## src/hw/rtl/otr_pkg.sv

```systemverilog
package otr_pkg;

  parameter int unsigned RING_DEPTH_DEF = 32;

  // opcodes
  localparam logic [1:0] OP_LOG   = 2'd0;
  localparam logic [1:0] OP_SNAP  = 2'd1;
  localparam logic [1:0] OP_CLEAR = 2'd2;

  typedef struct packed {
    logic [1:0]         opcode;
    logic [63:0]        time_ns;
    logic [22:0]        task_id;
    logic [22:0]        group_id;
    logic [11:0]        cpu_index;
    logic [31:0]        event_kind;
    logic signed [31:0] outcome;
    logic [63:0]        addr_first;
    logic [63:0]        addr_second;
    logic [63:0]        addr_third;
    logic [7:0]         max_wanted;
  } in_item_t;

  typedef struct packed {
    logic               is_record;
    logic               last;
    logic [63:0]        sequence_res;
    logic [63:0]        stamp;
    logic [22:0]        process;
    logic [22:0]        process_group;
    logic [11:0]        core;
    logic [31:0]        kind;
    logic signed [31:0] status_code;
    logic [63:0]        word_a;
    logic [63:0]        word_b;
    logic [63:0]        word_c;
  } out_item_t;

  // one ring entry
  typedef struct packed {
    logic [63:0] seq;
    logic [63:0] stamp;
    logic [22:0] process;
    logic [22:0] group;
    logic [11:0] core;
    logic [31:0] kind;
    logic [31:0] status;
    logic [63:0] word_a;
    logic [63:0] word_b;
    logic [63:0] word_c;
  } rec_t;

  typedef enum logic [1:0] {
    ST_IDLE,
    ST_READ,
    ST_LOAD,
    ST_SUM
  } state_e;

  typedef struct packed {
    logic log;
    logic snap_start;
    logic clear;
    logic rd_issue;
    logic load_rec;
    logic load_sum;
  } cmd_t;

  typedef struct packed {
    logic snap_empty;
    logic remain_zero;
    logic out_free;
  } status_t;

endpackage

```

## src/hw/rtl/otr_ctrl.sv

```systemverilog
module otr_ctrl (
  input  logic              clk_i,
  input  logic              rst_ni,
  input  logic              in_valid_i,
  input  logic [1:0]        opcode_i,
  input  otr_pkg::status_t  status_i,
  output logic              in_stall_o,
  output otr_pkg::cmd_t     cmd_o
);
  import otr_pkg::*;

  state_e state_q, state_d;

  always_ff @(posedge clk_i or negedge rst_ni) begin
    if (!rst_ni) begin
      state_q <= ST_IDLE;
    end else begin
      state_q <= state_d;
    end
  end

  always_comb begin
    state_d    = state_q;
    cmd_o      = '0;
    in_stall_o = 1'b1;
    case (state_q)
      ST_IDLE: begin
        in_stall_o = 1'b0;
        if (in_valid_i) begin
          case (opcode_i)
            OP_LOG: begin
              cmd_o.log = 1'b1;
            end
            OP_SNAP: begin
              cmd_o.snap_start = 1'b1;
              state_d = status_i.snap_empty ? ST_SUM : ST_READ;
            end
            OP_CLEAR: begin
              cmd_o.clear = 1'b1;
            end
            default: begin
            end
          endcase
        end
      end
      ST_READ: begin
        cmd_o.rd_issue = 1'b1;
        state_d = ST_LOAD;
      end
      ST_LOAD: begin
        if (status_i.out_free) begin
          cmd_o.load_rec = 1'b1;
          state_d = status_i.remain_zero ? ST_SUM : ST_READ;
        end
      end
      ST_SUM: begin
        if (status_i.out_free) begin
          cmd_o.load_sum = 1'b1;
          state_d = ST_IDLE;
        end
      end
      default: begin
        state_d = ST_IDLE;
      end
    endcase
  end

endmodule

```

## config.mk

```make
export PLATFORM = sky130hd
export DESIGN_NAME = otr_ctrl
export DESIGN_NICKNAME = d
export VERILOG_FILES = /design/src/hw/rtl/otr_pkg.sv /design/src/hw/rtl/otr_ctrl.sv
export SDC_FILE = /design/constraint.sdc
export NUM_CORES = 1
export LEC_CHECK = 0
export BUFFER_PORTS_ARGS = -buffer_cell sky130_fd_sc_hd__buf_2
export CELL_PAD_IN_SITES_DETAIL_PLACEMENT = 2
export CELL_PAD_IN_SITES_GLOBAL_PLACEMENT = 2
export CORE_AREA = 8 8 45 47
export DETAILED_ROUTE_END_ITERATION = 8
export DIE_AREA = 0 0 53 55
export GPL_ROUTABILITY_DRIVEN = 1
export PLACE_DENSITY = 0.62
export SYNTH_ARGS = -nofsm -noshare
export SYNTH_HDL_FRONTEND = slang
export SYNTH_SLANG_ARGS = --single-unit
```

## constraint.sdc

```tcl
create_clock -name clk_i -period 0.94 [get_ports clk_i]
set_input_delay 0.188 -clock clk_i [delete_from_list [all_inputs] [get_ports clk_i]]
set_output_delay 0.188 -clock clk_i [all_outputs]
set_load 0.02 [all_outputs]
```

==> reports/results.ini, run 1 <==
[floorplan]
core_region_area_mm2=0.00138
fp.dieArea_mm2=0.00292
fp.dieW_um=53
die_y_um=55
rows=14
boundaryPins=15
start_util_pct=11.8

[place]
place_congestion=0.746
dpl_cell_area_um2=315
hpwl_um=678
dp_slack_ps=-312
dp_cells=52
io_buffer_count=14

[sta]
tns_ps=-2980
worst_slack_ps=-451
drv_slew=0
maxSlewHeadroom_pct=87.9
post-route-period-util_pct=148
fmax_ghz=0.719
rsz0062_at_grt=true
worstMarginPinSlew_ps=180
setup_viol=9
period_minus_slack_ps=1390
hold_viol=0
finClkSkew_ps=3.75

[clock_tree]
numCtsBuffers=3
clkLatencyLatePin_ps=220
cts_tree=done
cts_max_level=1
clockBufferDepth=2
cts.sinks=2
clockRootBuffer=clkbuf_4
clk_pin_slew_ps=30

[worst_setup_path]
cp_cell_sequence=nor2_4 > inv_4 > nor4b_4 > buf_4
max_stage_delay_ps=390
path_depth=4
rr_worst_depth=5
required_ps=750
end_kind=output pin
timing.critical_path.buf_inv=2
cp_top_family=flip-flops
worst-setup-path-type=reg2out
worstPathArrival_ps=1200
crit_slowest_cell=dfrtp_1
cp-start-kind=flip-flop
path_max_fanout=3

[synth]
synth_warnings=0
synthTopCellsByCount=2 x dfrtp_1, 2 x nor2_1
synth_edf_count=0
ys_seq_area_share_pct=30.5
synth.area.top_cells=dfrtp_1 31%, nor4b_2 9.2%, and4b_2 6.9%
syn-num-nets=25
synth.cell_area_um2=164
yosysUniqueCellTypes=15
yosysTopAreaCell=dfrtp_1
synth_flop_cell=dfrtp_1
avgSynthCellArea_um2=9.64
ys_seq_elements=2
synthCells=17
yosysTopAreaCellShare_pct=30.5
async_flop_share_pct=100

[global_routing]
grt_overflow=0
grt_pass1_vias=280
grt_max_degree=6
grt_usage_pct=6.40
antenna_found_initial=0
grt_pass1_wl_mm=1.25

[pwr]
power.leakage_uw=0.000210
peakVddDrop_uv=985
power.density_mw_per_mm2=2820

[routing]
num_vias=242
post_drt_wl_per_cell_um=14.7
drt_iter0_drc=2
antenna_left=0
post-route-drc-count=0
viasPerCell=4.17
drt_first_pass_iters=3
wl_um=850

[finish]
layoutNonFillerInstCount=58
nets=52
num_antenna_cells=0
syn2layout_area_growth_pct=182
registers.top_by_ff_count=state_q
post-route-util_pct=33.4
largest_reg_flops=2
fin_area_um2=462
nFillCells=153
drive_above_1_share_pct=85.7
top_regs=state_q x2

[run_status]
violations=negative setup slack
status=complete, but fails checks

[run]
drv_cap=0

[worst_hold_path]
hp-class=in2async

cells by family (layout without fill, tap and decap cells):
logic type,count (synthesis),after routing,share of synthesized area [%]
AND/OR/NAND/NOR,11,11,51.2
AO/OA/AOI/OAI,2,2,10.7
flip-flops,2,2,30.5
XOR/XNOR,1,1,5.34
buffers and inverters,1,26,2.29
repair_timing:
action / CTS / global route
pin swaps: 2 / 2
setup buffers: 1 / 2
cloned: 0 / 0
endpoints found under the hold margin: 2 / 0
resized for setup: 17 / 8
hold buffers: 1 / 0
setup endpoints to repair: 9 / 9
path summary, 6_finish.rpt:
path | slack (ps) | start | endpoint
min | 280 | rst_ni | state_q[0]
max | -450 | state_q[1] | cmd_o[5]
max in group asynchronous | 560 | rst_ni | state_q[1]
min in group clk_i | 300 | status_i[2] | state_q[1]
min reg2reg | 730 | state_q[1] | state_q[1]
max reg2reg | -120 | state_q[1] | state_q[1]
where the power goes:
part	internal [uW]	total, uW	leakage (uW)	switching, uW
clock	141	188	0.0000138	47.3
sequential	129	172	0.0000237	43.8
combinational	509	942	0.000173	433
total	779	1300	0.000210	524
cell type report:
class	count	area, um^2	share of cell area, %
clock buffer	3	22.5	4.88
inverter	1	6.26	1.36
multi-input combinational	14	183	39.6
sequential	2	50.0	10.8
tap	16	20.0	4.34
timing repair buffer	22	180	39.0
layout by cell type (no fill, tap or decap):
| cell | synthesis | routed |
|---|---|---|
| and2b_1 | 1 | 1 |
| inv_4 | 0 | 1 |
| nand3b_1 | 1 | 1 |
| nand2_4 | 0 | 1 |
| nor4b_4 | 0 | 1 |
| o2bb2ai_4 | 0 | 1 |
| dfrtp_1 | 2 | 2 |
| buf_4 | 0 | 6 |
| buf_2 | 0 | 7 |
| and4b_2 | 1 | 1 |
| and2b_2 | 1 | 1 |
| a2bb2oi_2 | 0 | 1 |
| xor2_2 | 0 | 1 |
| nor2_4 | 0 | 3 |
| clkbuf_4 | 0 | 3 |
| buf_6 | 0 | 8 |
| and3_4 | 0 | 1 |
| dlygate4sd3_1 | 0 | 1 |
| nand4b_1 | 1 | 1 |
metal layers:
layer	track usage (%)	vias to the layer above	part of all wire, %
met3	2.14	0	10
met1	5.33	118	30
met5	0	-	0
met2	11.5	10	60
met4	6.47	0	0
li1	-	114	-
per-stage QoR:
| step | total power (uW) | hold WS [ps] |
|---|---|---|
| 2_1_floorplan | 502 | -108 |
| 3_3_place_gp | 736 | -28.3 |
| 3_5_place_dp | 775 | -25.0 |
| 4_1_cts | 1150 | 263 |
| 5_1_grt | 1410 | 261 |
| 6_report | 1300 | 282 |
(Power assumes the default switching activity.)
==> run 2, diff against run 1 <==
--- a/config.mk
+++ b/config.mk
@@ -9,10 +9,12 @@
 export CELL_PAD_IN_SITES_DETAIL_PLACEMENT = 2
 export CELL_PAD_IN_SITES_GLOBAL_PLACEMENT = 2
 export CORE_AREA = 8 8 45 47
+export CTS_BUF_LIST = sky130_fd_sc_hd__clkbuf_16
 export DETAILED_ROUTE_END_ITERATION = 8
 export DIE_AREA = 0 0 53 55
 export GPL_ROUTABILITY_DRIVEN = 1
-export PLACE_DENSITY = 0.62
+export PLACE_DENSITY = 0.6
+export REMOVE_ABC_BUFFERS = 1
 export SYNTH_ARGS = -nofsm -noshare
 export SYNTH_HDL_FRONTEND = slang
 export SYNTH_SLANG_ARGS = --single-unit
==> constraint.sdc (replaced) <==
create_clock -name clk_i -period 1.7 [get_ports clk_i]
set_input_delay 0.34 -clock clk_i [delete_from_list [all_inputs] [get_ports clk_i]]
set_output_delay 0.34 -clock clk_i [all_outputs]
set_load 0.02 [all_outputs]
==> run 2 against run 1 <==
Compared with the run above: the flow now finishes without violations; combinational power down 77%; setup slack better by 550 ps; global-route usage shrank 1.8 points; sequential power shrank 33%; final cell count decreased by 12%; critical path type unchanged.
==> reports/results.ini, run 2 (synthesis gave the netlist of run 1 again) <==
[run_status]
status=finished clean

[worst_setup_path]
max_stage_delay_ps=430
timing.critical_path.buf_inv=2
cp_top_family=flip-flops
cp-start-kind=flip-flop
crit_slowest_cell=dfrtp_2
required_ps=1360
path_max_fanout=5
end_kind=output pin
cp_cell_sequence=nor2_4 > inv_2 > nor4b_2 > buf_4
worstPathArrival_ps=1260
worst-setup-path-type=reg2out

[clock_tree]
cts.sinks=2
clk_pin_slew_ps=30
clockRootBuffer=clkbuf_16
post_cts_buffers=0
numCtsBuffers=3
cts_tree=done
clkLatencyLatePin_ps=220
clockBufferDepth=2
cts_max_level=1

[sta]
rsz0062_at_grt=false
maxSlewHeadroom_pct=87.3
finClkSkew_ps=0.101
worstMarginPinSlew_ps=190
hold_viol=0
worst_slack_ps=98.1
drv_slew=0
post-route-period-util_pct=94.2
period_minus_slack_ps=1600
setup_viol=0
tns_ps=0
fmax_ghz=0.624

[finish]
largest_reg_flops=2
nets=45
syn2layout_area_growth_pct=113
drive_above_1_share_pct=71.4
num_antenna_cells=0
nFillCells=163
layout_common_cells=13 x buf_2, 3 x clkbuf_16, 2 x nor2_1, 2 x dfrtp_2
final_common_cell=buf_2
top_regs=state_q x2
registers.top_by_ff_count=state_q

[place]
hpwl_um=533
dp_slack_ps=278
io_buffer_count=14
place_congestion=0.757

[floorplan]
core_region_area_mm2=0.00138
fp.dieArea_mm2=0.00292
fp.dieW_um=53
boundaryPins=15
die_y_um=55
start_util_pct=11.8
rows=14

[routing]
antenna_left=0
viasPerCell=4.02
wl_um=647
post-route-drc-count=0
post_drt_wl_per_cell_um=12.7
drt_iter0_drc=1
num_vias=205
drt_first_pass_iters=2

[run]
drv_cap=0

[global_routing]
grt_overflow=0
grt_max_degree=7
grt_usage_pct=4.59
antenna_found_initial=0
grt_pass1_vias=234
grt_pass1_wl_um=938

[pwr]
peakVddDrop_uv=847
power.density_mw_per_mm2=1960
power.leakage_uw=0.000173

[worst_hold_path]
hp-class=in2async

run 2: path summary, 6_finish.rpt:
path | from | end | slack, ps | cells past startpoint
setup / recovery | state_q[1] | cmd_o[5] | 100 | 4
hold / removal | rst_ni | state_q[1] | 430 | 2
setup reg to reg | state_q[0] | state_q[1] | 810 | 2
hold reg to reg | state_q[1] | state_q[0] | 570 | 1
max in group asynchronous | rst_ni | state_q[0] | 1160 | 2
min in group clk_i | status_i[2] | state_q[1] | 430 | 3
run 2: worst reg2reg max path: cells and delay by family, from the launching register on:
kind / cells / cell delay, ps
AND/OR/NAND/NOR: 1 / 200
AO/OA/AOI/OAI: 1 / 160
flip-flops: 1 / 440
run 2: where the power goes:
group | internal [uW] | leakage, uW | switching (uW) | total (uW)
Clock | 299 | 0.0000370 | 52.8 | 352
Sequential | 75.7 | 0.0000216 | 40.7 | 116
Combinational | 94.6 | 0.000114 | 121 | 215
Total | 469 | 0.000173 | 214 | 684
run 2: layout make-up:
class                   instances  area [um^2]  share of cell area (%)
flip-flops and latches          2         52.6                    15.1
multi-input cells              14          115                    33.0
clock buffers                   3         75.1                    21.5
well taps                      16         20.0                    5.73
inverters                       1         3.75                    1.08
repair buffers                 15         82.6                    23.7
run 2: layer usage:
metal,part of all wire (%),global-route usage (%),vias to the layer above
met3,18,3.21,0
met1,40,4.70,94
met4,0,5.17,0
li1,-,-,98
met5,0,0,-
met2,42,5.66,13
run 2: metrics by stage:
stage	hold WS (ps)	instance area, um^2	util, %	power [uW]	cells
floorplan	44.4	164	-	242	17
global placement	125	254	18.4	313	47
detailed placement	128	254	18.4	318	47
CTS	430	339	24.5	680	51
global route	462	349	25.2	720	51
finish	428	349	25.2	684	51
run 2: repair_timing:
| item | 4_1_cts | 5_1_grt |
|---|---|---|
| setup endpoints to repair | 0 | 1 |
| hold buffers | 1 | 0 |
| resized for setup | 0 | 4 |
| endpoints found under the hold margin | 2 | 0 |
==> run 3, diff against run 2 <==
--- a/config.mk
+++ b/config.mk
@@ -13,7 +13,8 @@
 export DETAILED_ROUTE_END_ITERATION = 8
 export DIE_AREA = 0 0 53 55
 export GPL_ROUTABILITY_DRIVEN = 1
-export PLACE_DENSITY = 0.6
+export HOLD_SLACK_MARGIN = 0.02
+export PLACE_DENSITY_LB_ADDON = 0.1
 export REMOVE_ABC_BUFFERS = 1
 export SYNTH_ARGS = -nofsm -noshare
 export SYNTH_HDL_FRONTEND = slang
==> run 3 against run 2 <==
Compared with the run above: sequential cell count did not move; combinational power about the same; sequential power is 4% lower; non-clock buffer count stayed put; total power shrank 0.99%; final area down 0.72%; core utilization fell by 0.18 points; via count down 2.9%; hold slack improved by 4.7 ps; critical path type unchanged; largest cell class unchanged; largest power group unchanged.
==> reports/results.ini, run 3 (synthesis gave the netlist of run 1 again) <==
[pwr]
seqPwrFrac_pct=16.4
internal_power_uw=464
comb_power_share_pct=31.8
power.switching_uw=213
power.density_mw_per_mm2=1950
power.leakage_uw=0.000175
peakVddDrop_uv=907
p_sw_share_pct=31.4
clkPwrFrac_pct=51.8

[worst_setup_path]
end_kind=output pin
worstPathArrival_ps=1270
worst-setup-path-type=reg2out
path_max_fanout=6
required_ps=1360
cp-start-kind=flip-flop

[routing]
wl_um=683
antenna_left=0
viasPerCell=3.90
num_vias=199
post-route-drc-count=0
drt_first_pass_iters=2
post_drt_wl_per_cell_um=13.4
drt_iter0_drc=1

[finish]
nets=45
final_common_cell=buf_2
layout_common_cells=13 x buf_2, 3 x clkbuf_16, 2 x nor2_1, 2 x dfrtp_1
num_antenna_cells=0
layoutNonFillerInstCount=51
syn2layout_area_growth_pct=111
largest_reg_flops=2
registers.top_by_ff_count=state_q
top_regs=state_q x2
drive_above_1_share_pct=65.7
post-route-util_pct=25.0

[floorplan]
die_y_um=55
start_util_pct=11.8
core_region_area_mm2=0.00138
fp.dieArea_mm2=0.00292
boundaryPins=15
rows=14
fp.dieW_um=53

[run]
drv_cap=0

[sta]
rsz0062_at_grt=false
whs_ps=432
worst_slack_ps=90.2
setup_viol=0
drv_slew=0
finClkSkew_ps=0.106
tns_ps=0
post-route-period-util_pct=94.7
fmax_ghz=0.621
hold_viol=0
worstMarginPinSlew_ps=227
maxSlewHeadroom_pct=84.9
period_minus_slack_ps=1610

[clock_tree]
clockRootBuffer=clkbuf_16
clk_pin_slew_ps=30
clockBufferDepth=2
numCtsBuffers=3
post_cts_buffers=0
clkLatencyLatePin_ps=220
cts_max_level=1
cts.sinks=2
cts_tree=done

[global_routing]
grt_pass1_vias=247
grt_pass1_wl_um=986
antenna_found_initial=0
grt_max_degree=7
grt_usage_pct=5.02
grt_overflow=0

[place]
place_congestion=0.575
dp_cells=47
io_buffer_count=14
dp_slack_ps=270

[worst_hold_path]
hp-class=in2reg

[run_status]
status=finished clean

run 3: cell counts in the layout (fill, tap and decap cells not counted):
Identical to the previous run, type by type.
run 3: final timing paths:
| path | from | to | slack, ps | cells past startpoint |
|---|---|---|---|---|
| max | state_q[0] | cmd_o[5] | 90 | 4 |
| min | status_i[2] | state_q[1] | 430 | 3 |
| max reg2reg | state_q[0] | state_q[1] | 770 | 2 |
| min reg2reg | state_q[1] | state_q[0] | 610 | 1 |
| max in group asynchronous | rst_ni | state_q[1] | 1160 | 2 |
| min in group asynchronous | rst_ni | state_q[0] | 440 | 2 |
run 3: critical path, cell delays in order, from the launching register on:
cell     delay, ps
dfrtp_1        440
nor2_4         130
inv_2           60
nor4b_2        240
buf_4          180
run 3: cell type report:
class | instances | area [um^2]
fillers | 171 | 1040
multi-input cells | 14 | 115
repair buffers | 15 | 82.6
clock buffers | 3 | 75.1
flip-flops and latches | 2 | 50.0
well taps | 16 | 20.0
inverters | 1 | 3.75
run 3: stage by stage:
step                      area (um^2)  power [uW]
after floorplan                   164         242
after global placement            254         324
after detailed placement          254         319
after CTS                         339         681
after global routing              347         714
final                             347         677
run 3: power by group through the flow:
stage | sequential, uW | clock (uW) | combinational [uW]
3_5_place_dp | 105 | 0 | 213
2_1_floorplan | 97.0 | 0 | 145
6_report | 111 | 351 | 215
5_1_grt | 119 | 362 | 233
3_3_place_gp | 110 | 0 | 213
4_1_cts | 105 | 359 | 217
run 3: routing by layer:
layer	vias to the layer above	wire length, um	track usage (%)
li1	99	-	-
met1	96	206	3.34
met2	4	437	9.18
met3	0	39	2.14
met4	0	0	6.47
met5	-	0	0
run 3: timing repair:
item	CTS	global route
endpoints found under the setup margin	0	1
resized for setup	0	2
endpoints found under the hold margin	2	0
hold buffers	1	0
